===== config.mk =====
export PLATFORM = sky130hd
export DESIGN_NAME = largest_square_region_finder_unit
export DESIGN_NICKNAME = d
export VERILOG_FILES = /design/src/design/lsrf_pkg.sv /design/src/design/lsrf_front.sv /design/src/design/lsrf_queue.sv /design/src/design/lsrf_back.sv /design/src/design/largest_square_region_finder_unit.sv
export SDC_FILE = /design/constraint.sdc
export NUM_CORES = 2
export LEC_CHECK = 0
export BUFFER_PORTS_ARGS = -buffer_cell sky130_fd_sc_hd__buf_2
export CORE_ASPECT_RATIO = 1.5
export CORE_MARGIN = 2
export CORE_UTILIZATION = 45
export CTS_CLUSTER_SIZE = 16
export DETAILED_ROUTE_END_ITERATION = 12
export SLEW_MARGIN = 20
export SYNTH_ARGS = -nofsm -noshare
export SYNTH_HDL_FRONTEND = slang
export SYNTH_SLANG_ARGS = --single-unit

===== constraint.sdc =====
create_clock -name clock -period 23.8 [get_ports clock]
set_input_delay 3.57 -clock clock [delete_from_list [all_inputs] [get_ports clock]]
set_output_delay 3.57 -clock clock [all_outputs]
set_load 0.02 [all_outputs]

===== src/design/lsrf_pkg.sv =====
package lsrf_pkg;

   localparam int DEFAULT_MAX_SIDE = 128;
   localparam int SIDE_W = 8;
   localparam int AREA_W = 15;
   localparam int QUEUE_DEPTH = 4;

   localparam logic [SIDE_W-1:0] GRID_SIDE_RESET = 8'd128;

   typedef struct packed {
      logic land;
      logic first_row;
      logic first_col;
      logic last_cell;
   } cell_flags_type;

endpackage


===== src/design/lsrf_front.sv =====
module lsrf_front
   import lsrf_pkg::*;
#(
   parameter int MAX_SIDE = DEFAULT_MAX_SIDE
) (
   input  logic                       clock,
   input  logic                       reset,
   input  logic                       req_valid,
   output logic                       req_stall,
   input  logic                       req_cell_is_land,
   input  logic                       csr_write_enable,
   input  logic [SIDE_W-1:0]          csr_grid_side,
   input  logic                       queue_full,
   output logic                       push,
   output cell_flags_type             push_flags,
   output logic [$clog2(MAX_SIDE)-1:0] push_row,
   output logic [$clog2(MAX_SIDE)-1:0] push_col
);

   localparam int IDX_W = $clog2(MAX_SIDE);

   logic [SIDE_W-1:0] grid_side_ff, grid_side_in;
   logic [IDX_W-1:0]  row_ff, row_in;
   logic [IDX_W-1:0]  col_ff, col_in;
   logic [IDX_W-1:0]  last_idx;
   logic              col_end;
   logic              row_end;

   // The grid in use is clamped to one cell at the low end and to the line buffer at the top.
   always_comb begin
      if (grid_side_ff == '0) begin
         last_idx = '0;
      end else if (int'(grid_side_ff) > MAX_SIDE) begin
         last_idx = IDX_W'(MAX_SIDE - 1);
      end else begin
         last_idx = IDX_W'(grid_side_ff - 8'd1);
      end
   end

   assign req_stall = queue_full;
   assign push      = req_valid & ~queue_full;
   assign col_end   = (col_ff == last_idx);
   assign row_end   = (row_ff == last_idx);

   assign push_row             = row_ff;
   assign push_col             = col_ff;
   assign push_flags.land      = req_cell_is_land;
   assign push_flags.first_row = (row_ff == '0);
   assign push_flags.first_col = (col_ff == '0);
   assign push_flags.last_cell = col_end & row_end;

   always_comb begin
      grid_side_in = grid_side_ff;
      row_in       = row_ff;
      col_in       = col_ff;
      if (csr_write_enable) begin
         grid_side_in = csr_grid_side;
         row_in       = '0;
         col_in       = '0;
      end else if (push) begin
         if (col_end) begin
            col_in = '0;
            row_in = row_end ? '0 : row_ff + 1'b1;
         end else begin
            col_in = col_ff + 1'b1;
         end
      end
   end

   always_ff @(posedge clock) begin
      if (reset) begin
         grid_side_ff <= GRID_SIDE_RESET;
         row_ff       <= '0;
         col_ff       <= '0;
      end else begin
         grid_side_ff <= grid_side_in;
         row_ff       <= row_in;
         col_ff       <= col_in;
      end
   end

endmodule


===== src/design/lsrf_queue.sv =====
module lsrf_queue
   import lsrf_pkg::*;
#(
   parameter int DATA_W = 8,
   parameter int DEPTH  = QUEUE_DEPTH
) (
   input  logic              clock,
   input  logic              reset,
   input  logic              push,
   input  logic [DATA_W-1:0] push_data,
   input  logic              pop,
   output logic [DATA_W-1:0] pop_data,
   output logic              full,
   output logic              empty
);

   localparam int PTR_W = (DEPTH > 1) ? $clog2(DEPTH) : 1;
   localparam int CNT_W = $clog2(DEPTH + 1);

   logic [DATA_W-1:0] store_ff [DEPTH];
   logic [PTR_W-1:0]  head_ff, head_in;
   logic [PTR_W-1:0]  tail_ff, tail_in;
   logic [CNT_W-1:0]  count_ff, count_in;

   assign full     = (count_ff == CNT_W'(DEPTH));
   assign empty    = (count_ff == '0);
   assign pop_data = store_ff[head_ff];

   always_comb begin
      head_in  = head_ff;
      tail_in  = tail_ff;
      count_in = count_ff;
      if (push) begin
         tail_in = (tail_ff == PTR_W'(DEPTH - 1)) ? '0 : tail_ff + 1'b1;
      end
      if (pop) begin
         head_in = (head_ff == PTR_W'(DEPTH - 1)) ? '0 : head_ff + 1'b1;
      end
      if (push && !pop) begin
         count_in = count_ff + 1'b1;
      end else if (pop && !push) begin
         count_in = count_ff - 1'b1;
      end
   end

   always_ff @(posedge clock) begin
      if (push) begin
         store_ff[tail_ff] <= push_data;
      end
   end

   always_ff @(posedge clock) begin
      if (reset) begin
         head_ff  <= '0;
         tail_ff  <= '0;
         count_ff <= '0;
      end else begin
         head_ff  <= head_in;
         tail_ff  <= tail_in;
         count_ff <= count_in;
      end
   end

endmodule


===== src/design/lsrf_back.sv =====
module lsrf_back
   import lsrf_pkg::*;
#(
   parameter int MAX_SIDE = DEFAULT_MAX_SIDE
) (
   input  logic                        clock,
   input  logic                        reset,
   input  logic                        restart,
   input  logic                        queue_empty,
   input  cell_flags_type              pop_flags,
   input  logic [$clog2(MAX_SIDE)-1:0] pop_row,
   input  logic [$clog2(MAX_SIDE)-1:0] pop_col,
   output logic                        pop,
   output logic                        rsp_valid,
   input  logic                        rsp_stall,
   output logic [SIDE_W-1:0]           rsp_corner_row,
   output logic [SIDE_W-1:0]           rsp_corner_col,
   output logic [SIDE_W-1:0]           rsp_square_side,
   output logic [AREA_W-1:0]           rsp_square_area
);

   localparam int IDX_W = $clog2(MAX_SIDE);

   logic [SIDE_W-1:0] line_buf [MAX_SIDE];

   logic              cell_valid_ff, cell_valid_in;
   cell_flags_type    cell_flags_ff;
   logic [IDX_W-1:0]  cell_row_ff;
   logic [IDX_W-1:0]  cell_col_ff;
   logic [SIDE_W-1:0] above_ff;

   logic [SIDE_W-1:0] left_ff, left_in;
   logic [SIDE_W-1:0] upleft_ff, upleft_in;
   logic [SIDE_W-1:0] best_side_ff, best_side_in;
   logic [SIDE_W-1:0] best_row_ff, best_row_in;
   logic [SIDE_W-1:0] best_col_ff, best_col_in;

   logic              rsp_valid_ff, rsp_valid_in;
   logic [SIDE_W-1:0] rsp_row_ff;
   logic [SIDE_W-1:0] rsp_col_ff;
   logic [SIDE_W-1:0] rsp_side_ff;
   logic [2*SIDE_W-1:0] area_full;

   logic              cell_go;
   logic [SIDE_W-1:0] up;
   logic [SIDE_W-1:0] left;
   logic [SIDE_W-1:0] upleft;
   logic [SIDE_W-1:0] min_lu;
   logic [SIDE_W-1:0] min_all;
   logic [SIDE_W-1:0] size;
   logic [SIDE_W-1:0] cand_side;
   logic [SIDE_W-1:0] cand_row;
   logic [SIDE_W-1:0] cand_col;
   logic              emit;

   // A finished grid waits here only while the result register is still occupied.
   assign cell_go = cell_valid_ff &
                    ~(cell_flags_ff.last_cell & rsp_valid_ff & rsp_stall);
   assign pop     = ~queue_empty & (~cell_valid_ff | cell_go);
   assign emit    = cell_go & cell_flags_ff.last_cell;

   assign up      = cell_flags_ff.first_row ? '0 : above_ff;
   assign left    = cell_flags_ff.first_col ? '0 : left_ff;
   assign upleft  = cell_flags_ff.first_col ? '0 : upleft_ff;
   assign min_lu  = (up < left) ? up : left;
   assign min_all = (min_lu < upleft) ? min_lu : upleft;
   assign size    = cell_flags_ff.land ? min_all + 1'b1 : '0;

   always_comb begin
      cand_side = best_side_ff;
      cand_row  = best_row_ff;
      cand_col  = best_col_ff;
      if (size > best_side_ff) begin
         cand_side = size;
         cand_row  = SIDE_W'(cell_row_ff) + 8'd2 - size;
         cand_col  = SIDE_W'(cell_col_ff) + 8'd2 - size;
      end
   end

   always_comb begin
      cell_valid_in = pop | (cell_valid_ff & ~cell_go);
      left_in       = cell_go ? size : left_ff;
      upleft_in     = cell_go ? up : upleft_ff;
      best_side_in  = best_side_ff;
      best_row_in   = best_row_ff;
      best_col_in   = best_col_ff;
      if (restart || emit) begin
         best_side_in = '0;
         best_row_in  = '0;
         best_col_in  = '0;
      end else if (cell_go) begin
         best_side_in = cand_side;
         best_row_in  = cand_row;
         best_col_in  = cand_col;
      end
      rsp_valid_in = emit | (rsp_valid_ff & rsp_stall);
   end

   // The line buffer forwards a write to a read of the same column in the same cycle.
   always_ff @(posedge clock) begin
      if (cell_go) begin
         line_buf[cell_col_ff] <= size;
      end
      if (pop) begin
         above_ff <= (cell_go && cell_col_ff == pop_col) ? size : line_buf[pop_col];
      end
   end

   always_ff @(posedge clock) begin
      if (pop) begin
         cell_flags_ff <= pop_flags;
         cell_row_ff   <= pop_row;
         cell_col_ff   <= pop_col;
      end
      left_ff   <= left_in;
      upleft_ff <= upleft_in;
      if (emit) begin
         rsp_row_ff  <= cand_row;
         rsp_col_ff  <= cand_col;
         rsp_side_ff <= cand_side;
      end
   end

   always_ff @(posedge clock) begin
      if (reset) begin
         cell_valid_ff <= 1'b0;
         rsp_valid_ff  <= 1'b0;
         best_side_ff  <= '0;
         best_row_ff   <= '0;
         best_col_ff   <= '0;
      end else begin
         cell_valid_ff <= cell_valid_in;
         rsp_valid_ff  <= rsp_valid_in;
         best_side_ff  <= best_side_in;
         best_row_ff   <= best_row_in;
         best_col_ff   <= best_col_in;
      end
   end

   assign area_full       = rsp_side_ff * rsp_side_ff;
   assign rsp_valid       = rsp_valid_ff;
   assign rsp_corner_row  = rsp_row_ff;
   assign rsp_corner_col  = rsp_col_ff;
   assign rsp_square_side = rsp_side_ff;
   assign rsp_square_area = area_full[AREA_W-1:0];

endmodule


===== src/design/largest_square_region_finder_unit.sv =====
// Largest all-land square finder for a square grid streamed in row-major order.
// The request channel carries one grid cell per word: req_cell_is_land is 1 for land.
// The response channel carries one word per grid, taken with the grid's last cell:
// the 1-based top-left corner, the side and the area of the largest all-land square.
// A tie keeps the square found first in row-major order; an all-water grid gives zeros.
// csr_grid_side sets the rows and columns of the grid (0 acts as 1, values above
// MAX_SIDE act as MAX_SIDE); a write restarts the scan at the first cell of a new grid.
// Write it only while no cell is in flight.
// Throughput is one cell per cycle while the receiver does not stall, set by the line
// buffer of the previous row, which the back end reads once and writes once per cell.
// The last cell passes the queue and the cell register before the response register.
// A four-word queue separates the cell counter at the front from the line buffer and
// compare logic at the back. When the receiver stalls, the response register holds its
// word, the back end stops at the next grid's last cell, the queue fills and req_stall
// rises. Reset sets the grid side to 128, empties the queue and the response register
// and starts a new grid; the line buffer needs no clearing because the first row of each
// grid never uses the values it holds.
module largest_square_region_finder_unit
   import lsrf_pkg::*;
#(
   parameter int MAX_SIDE = DEFAULT_MAX_SIDE
) (
   input  logic              clock,
   input  logic              reset,
   input  logic              req_valid,
   output logic              req_stall,
   input  logic              req_cell_is_land,
   output logic              rsp_valid,
   input  logic              rsp_stall,
   output logic [SIDE_W-1:0] rsp_corner_row,
   output logic [SIDE_W-1:0] rsp_corner_col,
   output logic [SIDE_W-1:0] rsp_square_side,
   output logic [AREA_W-1:0] rsp_square_area,
   input  logic              csr_write_enable,
   input  logic [SIDE_W-1:0] csr_grid_side
);

   localparam int IDX_W = $clog2(MAX_SIDE);
   localparam int FLAGS_W = $bits(cell_flags_type);
   localparam int ENTRY_W = FLAGS_W + 2 * IDX_W;

   logic             push;
   cell_flags_type   push_flags;
   logic [IDX_W-1:0] push_row;
   logic [IDX_W-1:0] push_col;
   logic             pop;
   cell_flags_type   pop_flags;
   logic [IDX_W-1:0] pop_row;
   logic [IDX_W-1:0] pop_col;
   logic             queue_full;
   logic             queue_empty;
   logic [ENTRY_W-1:0] push_entry;
   logic [ENTRY_W-1:0] pop_entry;

   assign push_entry = {push_flags, push_row, push_col};
   assign {pop_flags, pop_row, pop_col} = pop_entry;

   lsrf_front #(
      .MAX_SIDE (MAX_SIDE)
   ) u_front (
      .clock            (clock),
      .reset            (reset),
      .req_valid        (req_valid),
      .req_stall        (req_stall),
      .req_cell_is_land (req_cell_is_land),
      .csr_write_enable (csr_write_enable),
      .csr_grid_side    (csr_grid_side),
      .queue_full       (queue_full),
      .push             (push),
      .push_flags       (push_flags),
      .push_row         (push_row),
      .push_col         (push_col)
   );

   lsrf_queue #(
      .DATA_W (ENTRY_W),
      .DEPTH  (QUEUE_DEPTH)
   ) u_queue (
      .clock     (clock),
      .reset     (reset),
      .push      (push),
      .push_data (push_entry),
      .pop       (pop),
      .pop_data  (pop_entry),
      .full      (queue_full),
      .empty     (queue_empty)
   );

   lsrf_back #(
      .MAX_SIDE (MAX_SIDE)
   ) u_back (
      .clock           (clock),
      .reset           (reset),
      .restart         (csr_write_enable),
      .queue_empty     (queue_empty),
      .pop_flags       (pop_flags),
      .pop_row         (pop_row),
      .pop_col         (pop_col),
      .pop             (pop),
      .rsp_valid       (rsp_valid),
      .rsp_stall       (rsp_stall),
      .rsp_corner_row  (rsp_corner_row),
      .rsp_corner_col  (rsp_corner_col),
      .rsp_square_side (rsp_square_side),
      .rsp_square_area (rsp_square_area)
   );

   assert property (@(posedge clock) disable iff (reset)
      rsp_valid && rsp_square_side == '0 |-> rsp_corner_row == '0 && rsp_corner_col == '0)
      else $error("empty result carries a nonzero corner");

   assert property (@(posedge clock) disable iff (reset)
      rsp_valid && rsp_square_side != '0 |-> rsp_corner_row != '0 && rsp_corner_col != '0)
      else $error("found square has a zero corner");

   assert property (@(posedge clock) disable iff (reset)
      pop |-> !queue_empty)
      else $error("back end popped an empty queue");

endmodule

=== Word-level counts from Yosys, hierarchy flattened ===
Memory sizes are Yosys's and may differ from the RTL's. A register that Yosys moved wholly into a read port is not among the register bits.
Index checks and enable logic that the tools add are counted.

* Flip-flop bits (word level): 113
* Memory bits (writable): 1096
* Bits of input ports: 14
* Logic and storage cells: 99
* Memories: 2

{| class="wikitable"
|+ Memory list
! name !! depth !! bits a word !! read ports !! clocked after memory_dff !! write ports !! line !! source
|-
| u_back.line_buf || 128 || 8 || 1 || 1 || 1 || lsrf_back.sv:24 || <nowiki>logic [SIDE_W-1:0] line_buf [MAX_SIDE];</nowiki>
|-
| u_queue.store_ff || 4 || 18 || 1 || 1 || 1 || lsrf_queue.sv:20 || <nowiki>logic [DATA_W-1:0] store_ff [DEPTH];</nowiki>
|}

* $add $sub $neg: 12
* $mul: 1
* Order comparisons: 4
* Eq/ne operators: 5
* Multiplexer cells: 23
* Bitwise operators: 17
* Reduce and logical (&&, ||, !) cells: 13

{| class="wikitable"
|+ Operators with widths
! operator !! number
|-
| $mux 8 || 9
|-
| $mux 7 || 4
|-
| $add 7x2->8 const B || 2
|-
| $lt 8x8->1 || 2
|-
| $sub 8x8->8 || 2
|-
| $mul 8x8->15 || 1
|-
| $add 7x1->7 const B || 2
|-
| $eq 7x7->1 || 2
|-
| $logic_not 7->1 || 2
|-
| $and 1x1->1 || 9
|-
| $add 8x1->8 const B || 1
|-
| $gt 8x8->1 || 1
|-
| $gt 8x8->1 const B || 1
|-
| $logic_not 8->1 || 1
|-
| $mux 2 || 4
|-
| $sub 7x1->7 const B || 1
|-
| $mux 3 || 2
|-
| $not 1->1 || 5
|-
| $add 2x1->2 const B || 2
|-
| $eq 2x2->1 const B || 2
|-
| $mux 1 || 4
|-
| $reduce_or 2->1 || 2
|-
| $add 3x1->3 const B || 1
|-
| $eq 3x3->1 const B || 1
|-
| other kinds (8) || 12
|}

=== Depth between registers and ports, before layout ===
* Word-level depth: 9
* Gate-level depth with buffers: 34
* Gate-level depth less buffers: 31

=== Modules after synthesis ===
From an unflattened synthesis, not the netlist that was laid out.

* Cell total of the unflattened synthesis: 2655
* Area total of the unflattened synthesis: 50882.6 um^2

{| class="wikitable"
|+ Modules (own cells, without submodules)
! module !! times used !! cells each !! area each (um^2) !! seq. area each (um^2)
|-
| lsrf_back || 1 || 2310 || 46144.3 || 33251.9
|-
| lsrf_queue || 1 || 139 || 3081.7 || 2342.2
|-
| lsrf_front || 1 || 206 || 1656.6 || 440.4
|}

=== Worst setup path before layout ===
Ideal clock, no wire load.

* Kind: register to register
* From: register u_back.cell_flags_ff[1] in the netlist's numbering
* To: register u_back.rsp_col_ff[1], in the netlist u_back.rsp_corner_col[1], data pin
* Library setup time: 263 ps
* Data arrival time: 7683 ps
* Path slack: 15854 ps
* Stages on the path, launching flop included: 29
* Period minus slack after synthesis: 7946 ps
* Path through: edfxtp_1 > clkbuf_1 > nand2b_1 > ha_1 > o21a_1 > o2111a_1 > nor3_1 > clkbuf_1 > o21ai_0 > ha_1 > nand2_1 > o21ai_0 > nor3_1 > o31a_1 > a21oi_2 > nand2_1 > o21a_1 > ha_1 > xnor2_1 > nand2b_1 > inv_1 > ha_1 > o21a_1 > o21a_1 > o21ai_0 > a21oi_1 > o31ai_1 > clkbuf_1 > mux2_2

* Cells in the longest elaborated chain, start to end: 9
* Elaborated cells on any way between the ends: 11
* Classes of those cells: add/sub (2); order compare (3); mux (6)

{| class="wikitable"
|+ RTL lines
! item !! line !! source
|-
| start: declaration || lsrf_back.sv:27 || <nowiki>cell_flags_type cell_flags_ff;</nowiki>
|-
| start signal: assignment || lsrf_back.sv:111 || <nowiki>cell_flags_ff <= pop_flags;</nowiki>
|-
| $mux 8 || lsrf_back.sv:63 || <nowiki>assign left = cell_flags_ff.first_col ? '0 : left_ff;</nowiki>
|-
| $lt 8x8->1 || lsrf_back.sv:65 || <nowiki>assign min_lu = (up < left) ? up : left;</nowiki>
|-
| $mux 8 || lsrf_back.sv:65 ||
|-
| $lt 8x8->1 || lsrf_back.sv:66 || <nowiki>assign min_all = (min_lu < upleft) ? min_lu : upleft;</nowiki>
|-
| $mux 8 * || lsrf_back.sv:66 ||
|-
| $add 8x1->8 * || lsrf_back.sv:67 || <nowiki>assign size = cell_flags_ff.land ? min_all + 1'b1 : '0;</nowiki>
|-
| $mux 8 * || lsrf_back.sv:67 ||
|-
| named net u_back.size[2] || lsrf_back.sv:50 || <nowiki>logic [SIDE_W-1:0] size;</nowiki>
|-
| $gt 8x8->1 * || lsrf_back.sv:73 || <nowiki>if (size > best_side_ff) begin</nowiki>
|-
| $mux 8 * || lsrf_back.sv:73 ||
|-
| named net u_back.cand_col[1] || lsrf_back.sv:53 || <nowiki>logic [SIDE_W-1:0] cand_col;</nowiki>
|-
| end signal: assignment || lsrf_back.sv:119 || <nowiki>rsp_col_ff <= cand_col;</nowiki>
|-
| end: declaration || lsrf_back.sv:40 || <nowiki>logic [SIDE_W-1:0] rsp_col_ff;</nowiki>
|}

Mark *: on every way through the listed nets, which the timed path passes. The rest lies on a longest branch.
A chain may end at the register's enable or synchronous reset.

=== Worst setup path after layout ===
* From: register u_back.rsp_side_ff[2], in the netlist u_back.rsp_square_side[2]
* To: output port rsp_square_area[14]

* Cells in the longest elaborated chain, start to end: 1

{| class="wikitable"
|+ RTL lines
! item !! line !! source
|-
| start: declaration || lsrf_back.sv:41 || <nowiki>logic [SIDE_W-1:0] rsp_side_ff;</nowiki>
|-
| start signal: assignment || lsrf_back.sv:120 || <nowiki>rsp_side_ff <= cand_side;</nowiki>
|-
| $mul 8x8->15 || lsrf_back.sv:140 || <nowiki>assign area_full = rsp_side_ff * rsp_side_ff;</nowiki>
|-
| end: declaration || largest_square_region_finder_unit.sv:33 || <nowiki>output logic [AREA_W-1:0] rsp_square_area,</nowiki>
|}

No other way between the ends.

==> qor.yml <==
clocking:
  cts_buffers: 107
  ctsHoldBuffers: 0
  clockBufferDepth: 3
  postCtsResizedCells: 0
  clk_pin_slew_ns: 0.06
  htree_num_levels: 3
  cts_num_sinks: 1219
  root_buffer: "clkbuf_16"
  cts_tree: "yes"
  cts_setup_buffers: 0
  clk_latency_ns: 0.70
timing:
  finalHoldViolCount: 0
  maxSlewHeadroom: 0.227
  worstMarginPinSlew_ns: 1.16
  skew_ns: 0.0220
  setup_tns_ns: 0
  fmax_mhz: 113
  drv_slew: 0
  rsz0062_at_grt: "false"
  period_share: 0.372
  period_needed_ns: 8.85
  finalSetupViolations: 0
placement:
  port_buffers: 53
  dp_hpwl_um: 76900
  placedCellCount: 4111
  place_congestion: 0.857
detailed_routing:
  dr_wl_met3_um: 5760
  final_antenna_net_count: 0
  wl_um: 121000
  dr_wl_met2_um: 64800
  vias_per_cell: 5.86
  top_layer: "met5"
  drt_iter0_drc: 2256
  dr.pass1.iters: 5
  vias: 25251
  wl_per_cell_um: 28.1
  m1WireLength_um: 46700
  drc_errors: 0
logic_synthesis:
  synth.most_common_cell: "edfxtp_1"
  yosysTopAreaCell: "edfxtp_1"
  synth_seq_area_share: 0.708
  synthTopCellsByArea: "edfxtp_1 (69%), mux4_2 (15%), dfxtp_1 (2.2%)"
  async_reset_ff_frac: 0
  syn_inst: 2708
  ys_types: 68
  ys_warn_count: 0
  synth.top_cell.area_share: 0.685
  syn_area_um2: 50900
  synth_seq_cells: 1219
  yosys_most_used_dff: "edfxtp_1"
  netlist_top_cells_count: "edfxtp_1 (1162), mux4_2 (336), nor2_1 (208)"
  syn_avg_cell_area_um2: 18.8
  synth_edf_count: 1162
  syn_nets: 2837
floorplanning:
  die-height_um: 416
  dieArea_um2: 116000
  dieWidth_um: 279
  start_util: 0.452
  fp.coreArea_um2: 113000
  num_rows: 151
  io_pins: 55
worst_setup_path:
  critical_path.slowest_cell: "edfxtp_1"
  critical_path_required_ns: 20.23
  slowest_delay_ns: 0.56
  end_kind: "output pin"
  path_class: "reg -> out"
  path_max_fanout: 10
  path_cells: "and2_1 > ha_1 > fa_1 > ha_1 > fa_1 > ha_1 > a21o_1 > a21oi_1 > o21bai_1 > a21oi_1 > o21bai_1 > a21oi_1 > o21ai_0 > o41ai_1 > xnor2_1 > buf_2"
  start_kind: "register"
  worstPathArrival_ns: 5.28
grt:
  grt_max_degree: 125
  antenna_found_initial: 2
  overflow: 0
  grt_util_all_layers: 0.211
  grt_pass1_wl_um: 178000
  grt_pass1_vias: 26368
hold_path:
  holdCritPathClass: "reg -> reg"
final_layout:
  instances_no_fill: 4311
  synthToLayoutAreaGrowth_pct: 10.3
  fin_nets: 2896
  diodes: 0
  drive_gt1_frac: 0.217
  postLayoutCoreUtil: 0.499
run_status:
  status: "finished clean"
flow_run:
  cap_violations: 0
## layer usage
layer | vias to the layer above | track usage
met5 | - | 0
met4 | 2 | 0.0752
met3 | 157 | 0.0282
met2 | 752 | 0.377
met1 | 13415 | 0.263
li1 | 10925 | -
## path summary, 6_finish.rpt
kind	from	to	slack [ns]	cells past startpoint
setup / recovery	u_back.rsp_square_side[2]	rsp_square_area[14]	14.95	16
hold / removal	u_back.best_row_ff[0]	u_back.best_row_ff[0]	0.46	2
setup reg to reg	u_back.cell_flags_ff[2]	u_back.best_side_ff[2]	15.75	30
hold reg to reg	u_back.best_row_ff[0]	u_back.best_row_ff[0]	0.46	2
## stage by stage
stage	setup WS (ns)	hold WS, ns	cell area [um^2]
finish	14.95	0.458	56200
CTS	14.84	0.465	56200
floorplan	15.85	0.437	50900
detailed placement	15.59	0.456	52700
global route	14.55	0.479	56200
global placement	15.64	0.444	52700
## flip-flops by register name, summed over array words and instances (netlist names), named ones only
register / count
u_back.cell_col_ff: 7
u_front.push_row: 7
u_back.cell_flags_ff: 4
u_queue.tail_ff: 2
u_queue.head_ff: 2
u_back.best_side_ff: 8
u_back.above_ff: 8
u_back.best_row_ff: 8
u_back.rsp_square_side: 8
u_back.cell_valid_ff: 1
u_back.cell_row_ff: 7
u_front.grid_side_ff: 8
u_queue.count_ff: 3
u_back.line_buf: 1024
u_front.push_col: 7
u_back.best_col_ff: 8
u_back.rsp_valid: 1
u_queue.store_ff: 72
u_back.upleft_ff: 8
u_back.left_ff: 8
u_back.rsp_corner_row: 8
u_back.rsp_corner_col: 8
## final cells by class
type	instances	area [um^2]
fillers	9012	56400
flip-flops and latches	1219	36000
multi-input cells	1266	13900
clock buffers	139	2930
well taps	1453	1820
repair buffers	82	544
clock inverters	61	528
inverters	91	362
## worst max-delay path: cells and delay by family (launching register included)
kind	cells	cell delay, ns
fa+ha+maj	5	1.84
compound gates	8	1.63
flops	1	0.56
simple gates	1	0.22
buf+inv	1	0.18
xor+xnor	1	0.16
## cell families after synthesis
| group | after synthesis | share of synthesized area |
|---|---|---|
| flops | 1219 | 0.708 |
| xor+xnor | 60 | 0.0103 |
| mux | 393 | 0.160 |
| simple gates | 492 | 0.0445 |
| buf+inv | 223 | 0.0193 |
| other cells | 1 | 0.0000736 |
| fa+ha+maj | 117 | 0.0328 |
| compound gates | 203 | 0.0250 |
## layout by cell type, fill, tap and decap left out, types with 5 or more instances in the layout
cell type	n
edfxtp_1	1162
mux4_2	332
nor2_1	208
clkbuf_16	108
nand2_1	107
ha_1	87
inv_1	81
a21oi_1	59
dfxtp_1	57
buf_2	53
o21ai_0	50
xnor2_1	49
mux2i_1	38
nor2b_1	29
nor3_1	29
fa_1	28
nand3_1	25
clkinv_1	24
buf_4	24
nand2b_1	22
and2_1	20
a211oi_1	20
clkbuf_1	20
mux2_2	19
clkinv_2	17
nand4_1	14
xor2_1	11
clkbuf_8	11
o21a_1	10
a21o_1	10
o21bai_1	8
inv_4	8
clkinvlp_4	8
bufinv_16	7
or3_1	6
o211ai_1	6
o21ai_1	5
Power is left out: the tool's default activity adds up to more than one toggle a clock period on the data nets, which glitch-free logic cannot reach.
